**src/sv/rwlu_pkg.sv**
```systemverilog
`timescale 1ns / 1ps
`default_nettype none

package rwlu_pkg;

    // Request codes carried in tuser
    typedef enum logic [2:0] {
        OP_READ          = 3'd0,
        OP_RESERVED_READ = 3'd1,
        OP_REQ_RESERVE   = 3'd2,
        OP_REL_RESERVE   = 3'd3,
        OP_READ_UNLOCK   = 3'd4,
        OP_WRITE_TRY     = 3'd5,
        OP_WRITE_ABANDON = 3'd6,
        OP_WRITE_UNLOCK  = 3'd7
    } t_op;

    localparam int ID_W    = 8;
    localparam int PRIO_W  = 5;
    localparam int COUNT_W = 8;
    localparam int PEND_W  = 6;

    // Pending writer priority when no writer is waiting
    localparam logic signed [PEND_W-1:0] NO_REQUEST = -6'sd1;

    typedef struct packed {
        logic               wake_writers;
        logic               wake_readers;
        logic [ID_W-1:0]    reservation_holder;
        logic               reservation_taken;
        logic               writer_holds;
        logic [COUNT_W-1:0] readers_now;
        logic               ok;
    } t_result;

endpackage

`default_nettype wire

```
**src/sv/reader_writer_lock_upgradable.sv**
```systemverilog
`timescale 1ns / 1ps
`default_nettype none

// Channel  Dir  tdata (low bit up)                                tuser
// s_axis   in   requester_id[7:0], requester_priority[12:8], pad  req_type[2:0]
// m_axis   out  ok[0], readers_now[8:1], writer_holds[9],         -
//               reservation_taken[10], reservation_holder[18:11],
//               wake_readers[19], wake_writers[20], pad
//
// One request per cycle; its result appears in the output register on the
// cycle after acceptance. The lock state updates at the acceptance edge, so
// a following request sees it immediately.
// i_rst_n (synchronous, active low) clears the lock state and the output valid.
// A stalled result holds; a new request is taken only as the result leaves.
module reader_writer_lock_upgradable #(
    parameter int MAX_READERS = 255,
    parameter int ID_BITS     = 8,
    parameter int PRIO_LEVELS = 32
) (
    input  wire logic        i_clk,
    input  wire logic        i_rst_n,
    input  wire logic        s_axis_tvalid,
    output logic             s_axis_tready,
    input  wire logic [15:0] s_axis_tdata,   // requester_id, requester_priority
    input  wire logic [2:0]  s_axis_tuser,   // req_type
    output logic             m_axis_tvalid,
    input  wire logic        m_axis_tready,
    output logic [23:0]      m_axis_tdata    // ok .. wake_writers, see table
);

    localparam int ID_W    = rwlu_pkg::ID_W;
    localparam int PRIO_W  = rwlu_pkg::PRIO_W;
    localparam int COUNT_W = rwlu_pkg::COUNT_W;
    localparam int PEND_W  = rwlu_pkg::PEND_W;

    localparam logic [ID_W-1:0] ID_MASK =
        (ID_BITS >= ID_W) ? {ID_W{1'b1}} : ID_W'((1 << ID_BITS) - 1);
    localparam logic [COUNT_W-1:0] COUNT_CAP =
        (MAX_READERS < 255) ? COUNT_W'(MAX_READERS) : COUNT_W'(255);
    localparam logic [PRIO_W-1:0] PRIO_MAX =
        (PRIO_LEVELS - 1 < 31) ? PRIO_W'(PRIO_LEVELS - 1) : PRIO_W'(31);

    logic [COUNT_W-1:0]             r_count, n_count;
    logic                           r_write_held, n_write_held;
    logic                           r_res_valid, n_res_valid;
    logic [ID_W-1:0]                r_res_owner, n_res_owner;
    logic signed [PEND_W-1:0]       r_pend, n_pend;
    logic                           r_out_valid;
    rwlu_pkg::t_result              r_result, n_result;

    rwlu_pkg::t_op                  op;
    logic [ID_W-1:0]                id;
    logic [PRIO_W-1:0]              prio_in, prio;
    logic signed [PEND_W-1:0]       prio_s;
    logic                           owns, ok, wake_rd, wake_wr, accept;
    logic                           read_open;

    assign s_axis_tready = !r_out_valid || m_axis_tready;
    assign accept        = s_axis_tvalid && s_axis_tready;
    assign m_axis_tvalid = r_out_valid;
    assign m_axis_tdata  = {3'b000, r_result};

    assign op      = rwlu_pkg::t_op'(s_axis_tuser);
    assign id      = s_axis_tdata[ID_W-1:0] & ID_MASK;
    assign prio_in = s_axis_tdata[ID_W +: PRIO_W];
    assign prio    = (prio_in > PRIO_MAX) ? PRIO_MAX : prio_in;
    assign prio_s  = $signed({1'b0, prio});
    assign owns    = r_res_valid && (r_res_owner == id);
    assign read_open = !r_write_held && (prio_s > r_pend) && (r_count < COUNT_CAP);

    always_comb begin
        n_count      = r_count;
        n_write_held = r_write_held;
        n_res_valid  = r_res_valid;
        n_res_owner  = r_res_owner;
        n_pend       = r_pend;
        ok           = 1'b0;
        wake_rd      = 1'b0;
        wake_wr      = 1'b0;
        case (op)
            rwlu_pkg::OP_READ: begin
                if (read_open) begin
                    n_count = r_count + 1'b1;
                    ok      = 1'b1;
                end
            end
            rwlu_pkg::OP_RESERVED_READ: begin
                if (read_open && !r_res_valid) begin
                    n_count     = r_count + 1'b1;
                    n_res_valid = 1'b1;
                    n_res_owner = id;
                    ok          = 1'b1;
                end
            end
            rwlu_pkg::OP_REQ_RESERVE: begin
                if (!r_write_held && (r_count != '0) && !r_res_valid) begin
                    n_res_valid = 1'b1;
                    n_res_owner = id;
                    ok          = 1'b1;
                end
            end
            rwlu_pkg::OP_REL_RESERVE: begin
                if (owns) begin
                    n_res_valid = 1'b0;
                    n_res_owner = '0;
                    wake_rd     = 1'b1;
                    ok          = 1'b1;
                end
            end
            rwlu_pkg::OP_READ_UNLOCK: begin
                if (owns) begin
                    n_res_valid = 1'b0;
                    n_res_owner = '0;
                    wake_rd     = 1'b1;
                end
                if (!r_write_held) begin
                    if (r_count != '0) begin
                        n_count = r_count - 1'b1;
                        ok      = 1'b1;
                    end
                    // last reader gone: reservation goes with it
                    if (r_count <= COUNT_W'(1)) begin
                        n_res_valid = 1'b0;
                        n_res_owner = '0;
                        wake_wr     = 1'b1;
                    end
                end
            end
            rwlu_pkg::OP_WRITE_TRY: begin
                if (!r_write_held && (r_count <= {{(COUNT_W-1){1'b0}}, owns})) begin
                    n_write_held = 1'b1;
                    n_count      = '0;
                    n_pend       = rwlu_pkg::NO_REQUEST;
                    ok           = 1'b1;
                end else if (r_pend < prio_s) begin
                    n_pend = prio_s;
                end
            end
            rwlu_pkg::OP_WRITE_ABANDON: begin
                if (r_pend == prio_s) begin
                    n_pend  = rwlu_pkg::NO_REQUEST;
                    wake_rd = 1'b1;
                    wake_wr = 1'b1;
                    ok      = 1'b1;
                end
            end
            rwlu_pkg::OP_WRITE_UNLOCK: begin
                if (r_write_held) begin
                    n_write_held = 1'b0;
                    // reservation holder drops back to a single reader
                    n_count      = {{(COUNT_W-1){1'b0}}, owns};
                    wake_rd      = 1'b1;
                    wake_wr      = 1'b1;
                    ok           = 1'b1;
                end
            end
            default: begin
            end
        endcase

        n_result.ok                 = ok;
        n_result.readers_now        = n_count;
        n_result.writer_holds       = n_write_held;
        n_result.reservation_taken  = n_res_valid;
        n_result.reservation_holder = n_res_valid ? n_res_owner : '0;
        n_result.wake_readers       = wake_rd;
        n_result.wake_writers       = wake_wr;
    end

    always_ff @(posedge i_clk) begin
        if (!i_rst_n) begin
            r_count      <= '0;
            r_write_held <= 1'b0;
            r_res_valid  <= 1'b0;
            r_res_owner  <= '0;
            r_pend       <= rwlu_pkg::NO_REQUEST;
            r_out_valid  <= 1'b0;
        end else begin
            if (accept) begin
                r_count      <= n_count;
                r_write_held <= n_write_held;
                r_res_valid  <= n_res_valid;
                r_res_owner  <= n_res_owner;
                r_pend       <= n_pend;
                r_out_valid  <= 1'b1;
            end else if (m_axis_tready) begin
                r_out_valid  <= 1'b0;
            end
        end
    end

    always_ff @(posedge i_clk) begin
        if (accept) begin
            r_result <= n_result;
        end
    end

    a_writer_excludes_readers: assert property (@(posedge i_clk) disable iff (!i_rst_n)
        r_write_held |-> (r_count == '0))
        else $error("readers counted while writer holds");

    a_count_capped: assert property (@(posedge i_clk) disable iff (!i_rst_n)
        r_count <= COUNT_CAP)
        else $error("reader count above cap");

    a_owner_cleared: assert property (@(posedge i_clk) disable iff (!i_rst_n)
        !r_res_valid |-> (r_res_owner == '0))
        else $error("stale reservation owner");

    a_grant_clears_pending: assert property (@(posedge i_clk) disable iff (!i_rst_n)
        $rose(r_write_held) |-> (r_pend == rwlu_pkg::NO_REQUEST))
        else $error("pending writer left after write grant");

    a_holder_only_when_taken: assert property (@(posedge i_clk) disable iff (!i_rst_n)
        (r_out_valid && !r_result.reservation_taken) |-> (r_result.reservation_holder == '0))
        else $error("holder reported without reservation");

endmodule

`default_nettype wire
```
**config.mk**
```make
export PLATFORM = sky130hd
export DESIGN_NAME = reader_writer_lock_upgradable
export DESIGN_NICKNAME = d
export VERILOG_FILES = /design/src/sv/rwlu_pkg.sv /design/src/sv/reader_writer_lock_upgradable.sv
export SDC_FILE = /design/constraint.sdc
export NUM_CORES = 1
export LEC_CHECK = 0
export ABC_AREA = 1
export BUFFER_PORTS_ARGS = -buffer_cell sky130_fd_sc_hd__buf_4
export CAP_MARGIN = 20
export CORE_UTILIZATION = 60
export DETAILED_ROUTE_END_ITERATION = 10
export PLACE_DENSITY = 0.82
export SLEW_MARGIN = 20
export SYNTH_ARGS = -nofsm -noshare
export SYNTH_HDL_FRONTEND = slang
export SYNTH_SLANG_ARGS = --single-unit
```
**constraint.sdc**
```tcl
create_clock -name i_clk -period 3.8 [get_ports i_clk]
set_clock_uncertainty 0.15 [all_clocks]
set_input_delay 0.57 -clock i_clk [delete_from_list [all_inputs] [get_ports i_clk]]
set_output_delay 0.57 -clock i_clk [all_outputs]
set_load 0.01 [all_outputs]
```
Word level (Yosys, flattened, before mapping) --
Index checks and enable logic that the tools add are counted.
Word-level totals: memory bits (writable) 0, output and inout bits 26, memories 0, bits in latches 0, input port bits 23, word-level logic and storage cells 92, register bits after elaboration 46, bits in read-only memories 0
Cells by class: bitwise gates (word level) 0, $add $sub $neg 2, reduce and logical (&&, ||, !) cells 18, divide/modulo/power cells 0, shift-type cells 0, $lt $le $gt $ge 6, multiplexer cells 42, equality and inequality tests 11, multiply operators 0
Operators with widths (number):
- two-way mux 8 bit | 11
- one-hot mux 8 bit (5 select lines) | 1
- one-hot mux 8 bit (4 select lines) | 1
- two-way mux 1 bit | 19
- two-way mux 6 bit | 3
- equality test 3 bit, second input constant | 4
- one-hot mux 6 bit (2 select lines) | 1
- adder 8 x 1 -> 8 bit, second input constant | 1
- equality test 8 bit | 1
- <= comparator 8 x 1 -> 1 bit | 1
- <= comparator 8 x 1 -> 1 bit, second input constant | 1
- logical AND 1 bit | 8
- less-than comparator 8 bit, second input constant | 1
- one-hot mux 1 bit (8 select lines) | 1
- nonzero test 8 bit | 1
- subtractor 8 x 1 -> 8 bit, second input constant | 1
- equality test 3 x 2 -> 1 bit, second input constant | 2
- equality test 6 bit | 1
- greater-than comparator 6 bit | 1
- less-than comparator 6 bit | 1
- one-hot mux 1 bit (3 select lines) | 2
- greater-than comparator 5 bit, second input constant | 1
- two-way mux 5 bit | 1
- one-hot mux 1 bit (4 select lines) | 1
- other kinds (10) | 13

Logic depth before layout (Yosys ltp) --
word-level depth 8, mapped depth 17, gate-level depth less buffers 17

Worst setup path after synthesis --
OpenSTA, ideal clock, no wires.
path kind input port to flip-flop, start point in s_axis_tdata[1], end point reg r_pend[0], stages 13, arrival 2211 ps, required time 3527 ps, buffers on the path 0, library setup time 123 ps, slack 1316 ps, cells stage by stage or2_0 a21oi_1 nand4_1 nor2_1 ha_1 nor2_1 nor2_4 nand3_2 nand2_2 o21ai_1 inv_2 o22ai_1 nand2_1
On the way: cells in the longest elaborated chain, start to end 6, elaborated cells between the ends (all ways) 8, classes of those cells order compare: 1; eq/ne: 2; mux: 2; reduce/logical: 3
Ends and longest elaborated chain:
- start, declared | line reader_writer_lock_upgradable.sv:24 | input wire logic [15:0] s_axis_tdata,
- equality test 8 bit (*) | line reader_writer_lock_upgradable.sv:68 | assign owns = r_res_valid && (r_res_owner == id);
- logical AND 1 bit (*) | line reader_writer_lock_upgradable.sv:68
- <= comparator 8 x 1 -> 1 bit (*) | line reader_writer_lock_upgradable.sv:130 | if (!r_write_held && (r_count <= {{(COUNT_W-1){1'b0}}, owns})) begin
- logical AND 1 bit (*) | line reader_writer_lock_upgradable.sv:130
- != test 3 bit (no source line) or two-way mux 6 bit (tied branches)
- AND reduction 4 bit (no source line) or one-hot mux 6 bit (2 select lines) (tied branches)
- end signal, assigned | line reader_writer_lock_upgradable.sv:176 | r_pend <= rwlu_pkg::NO_REQUEST;
- end signal, assigned | line reader_writer_lock_upgradable.sv:184 | r_pend <= n_pend;
- end, declared | line reader_writer_lock_upgradable.sv:47 | logic signed [PEND_W-1:0] r_pend, n_pend;
Mark *: on every way between the ends. The rest lies on a longest branch, timed or not. A chain may end at the register's enable or synchronous reset.

Worst setup path in the final report --
start point in s_axis_tdata[1], end point reg r_count[2]
On the way: cells in the longest elaborated chain, start to end 6
Ends and longest elaborated chain:
- equality test 8 bit | line reader_writer_lock_upgradable.sv:68
- logical AND 1 bit | line reader_writer_lock_upgradable.sv:68
- <= comparator 8 x 1 -> 1 bit | line reader_writer_lock_upgradable.sv:130
- logical AND 1 bit | line reader_writer_lock_upgradable.sv:130
- two-way mux 8 bit | line reader_writer_lock_upgradable.sv:130
- one-hot mux 8 bit (5 select lines) | line reader_writer_lock_upgradable.sv:80 | case (op)
- via n_count[2] | line reader_writer_lock_upgradable.sv:43 | logic [COUNT_W-1:0] r_count, n_count;
- end signal, assigned | line reader_writer_lock_upgradable.sv:180 | r_count <= n_count;
- end, declared | line reader_writer_lock_upgradable.sv:43
The timed path passes the listed nets, and every way through them passes these cells.

==> flow_summary.json <==
{
  "outcome": "finished, final reports clean",
  "drc": 0,
  "cts-root-buf": "clkbuf_8",
  "dp_slack_ns": 0.7209,
  "drtIter0Drc": 242,
  "drv_cap": 0,
  "via_count": 2922,
  "htreeDepth": 2,
  "dieArea_mm2": 0.005600,
  "num_rows": 26,
  "rsz0062_at_grt": "false",
  "chipHeight_um": 74.84,
  "cts_buffer_depth": 2,
  "netlist_area_mm2": 0.003183,
  "avgSynthCellArea_um2": 7.490,
  "worst_skew_pair.late_latency_ns": 0.31,
  "design_area_mm2": 0.003628,
  "drtPass1Iterations": 5,
  "fmax_mhz": 363.0,
  "critPathSlowestCell": "a21oi_1",
  "seq_area_frac_synth": 0.3553,
  "p_per_area_mw_per_mm2": 358.6,
  "vias_per_cell": 5.472,
  "ys_ff_latch": 46,
  "io_buffer_count": 42,
  "max_slew_margin": 0.5255,
  "hold_class": "input port to flip-flop",
  "grt_pass1_wl_mm": 11.71,
  "yosysTopAreaCellShare": 0.1981,
  "period_share": 0.7250,
  "wl_per_cell_um": 13.29,
  "totalPowerFinal_mw": 1.301,
  "final_cell_mix": "nand2_1, nor2_1, inv_1",
  "hold_viol": 0,
  "antenna_found_initial": 0,
  "n_fill_cell": 426,
  "ant_nets": 0,
  "ys_top_cells_by_area": "edfxtp_1, dfxtp_1, nand2_1",
  "critPathKind": "input port to flip-flop",
  "final_common_cell": "nand2_1",
  "place_area_mm2": 0.003516,
  "synthCells": 425,
  "crit_buf_inv": 2,
  "fin_util": 0.7104,
  "start_kind": "input port",
  "die_w_um": 74.84,
  "wirelength_mm": 7.098,
  "cts_setup_buffers": 0,
  "gp_congestion": 0.9364,
  "nets": 495,
  "fin_crit_ns": 2.755,
  "worstMarginPinSlew_ns": 0.7110,
  "overflow": 0,
  "numCtsBuffers": 5,
  "ctsHoldBuffers": 0,
  "crit_family": "simple AND/OR/NAND/NOR gates",
  "setup_viol": 0,
  "n_antenna_cell": 0,
  "setup_ws_ns": 1.045,
  "required_ns": 3.86,
  "core_area_mm2": 0.005107,
  "fin_tns_setup_ns": 0,
  "critPathCaptureType": "flip-flop",
  "grt_pass1_vias": 2645,
  "synth_edf_count": 21,
  "path_cells": "buf_4 > or2_0 > a21oi_1 > nand4_1 > nor2_1 > ha_1 > nor2_1 > nor2_4 > nand3_2 > nand2_2 > nand2_2 > nor2_4 > nand3_2 > nand2_1 > nand2_1 > o21ai_1 > inv_1",
  "start_util": 0.6232,
  "areaGrowthSynthToFinish_pct": 13.99,
  "synthFlopType": "dfxtp_1",
  "ios": 49,
  "leakagePower_nw": 1.827,
  "cp.arrival_ns": 2.81,
  "async_flop_share": 0,
  "cp_slowest_stage_delay_ns": 0.23,
  "ys_types": 41,
  "clock-sinks": 46,
  "cts_tree": "done",
  "drv_slew": 0,
  "yosysTopAreaCell": "edfxtp_1",
  "hpwlAfterDp_mm": 5.225,
  "track_usage": 0.2733,
  "path_clk_slew_ns": 0.09,
  "cts_resized": 0,
  "yosys_warnings": 0,
  "critPathMaxFanout": 4,
  "grt_max_degree": 35,
  "peakVddDrop_mv": 0.1923,
  "layout-drive-gt1-share": 0.2328
}
## cells in the mapped netlist (5+ instances only)
cell      count
nand2_1      87
nor2_1       53
inv_1        50
nand3_1      32
a21oi_1      25
dfxtp_1      25
edfxtp_1     21
nand2_2      17
nand3_2      16
xor2_1       11
ha_1          9
nand4_1       8
inv_2         7
o21ai_0       7
o21ai_1       7
buf_4         6
o22ai_1       6
nor2_4        5
## cell families (layout without fill, tap and decap cells)
group,after synthesis,after routing,share of synthesized area
adder cells (fa/ha/maj),9,9,0.03538
buffers and inverters,74,111,0.1034
AO/OA/AOI/OAI,53,53,0.09316
AND/OR/NAND/NOR,231,231,0.3813
other,1,3,0.001178
flip-flops,46,46,0.3553
XOR/XNOR,11,11,0.03027
## final timing paths
check | slack [ns] | endpoint | from | depth (start not counted)
worst max-delay path | 1.05 | r_count[2] | s_axis_tdata[1] | 17
worst min-delay path | 0.33 | r_pend[0] | i_rst_n | 2
worst max register to register | 1.05 | r_count[2] | r_res_owner[1] | 16
worst min register to register | 0.34 | r_pend[0] | r_pend[0] | 2
## layer usage
metal / track usage / part of all wire / vias to the layer above
li1: - / - / 1455
met1: 0.3591 / 0.45 / 1368
met2: 0.4555 / 0.49 / 86
met3: 0.04150 / 0.043 / 13
met4: 0.1027 / 0.018 / 0
met5: 0 / 0 / -
## metrics by stage
step / cells / hold slack, ns
floorplan: 427 / 0.2987
CTS: 534 / 0.3279
global route: 534 / 0.3406
finish: 534 / 0.3344
detailed placement: 526 / 0.3181
global placement: 526 / 0.3165
## area by class of cell
class / count / area (um2) / area share
flip-flops and latches: 46 / 1131 / 0.3117
well taps: 70 / 87.58 / 0.02414
clock inverters: 3 / 43.79 / 0.01207
clock buffers: 5 / 68.82 / 0.01897
inverters: 59 / 224.0 / 0.06172
multi-input cells: 307 / 1730 / 0.4769
repair buffers: 44 / 342.8 / 0.09448
## registers in the layout, indices dropped and copies added, names as in the netlist
name and flops:
m_axis_tdata 21, r_count 8, r_res_owner 8, r_pend 6, m_axis_tvalid 1, r_res_valid 1
r_write_held 1
## power by group
group	internal, mW	switching, mW
logic	0.128	0.207
registers	0.559	0.0349
clock network	0.197	0.175
total	0.885	0.417
(Power assumes the default switching activity.)
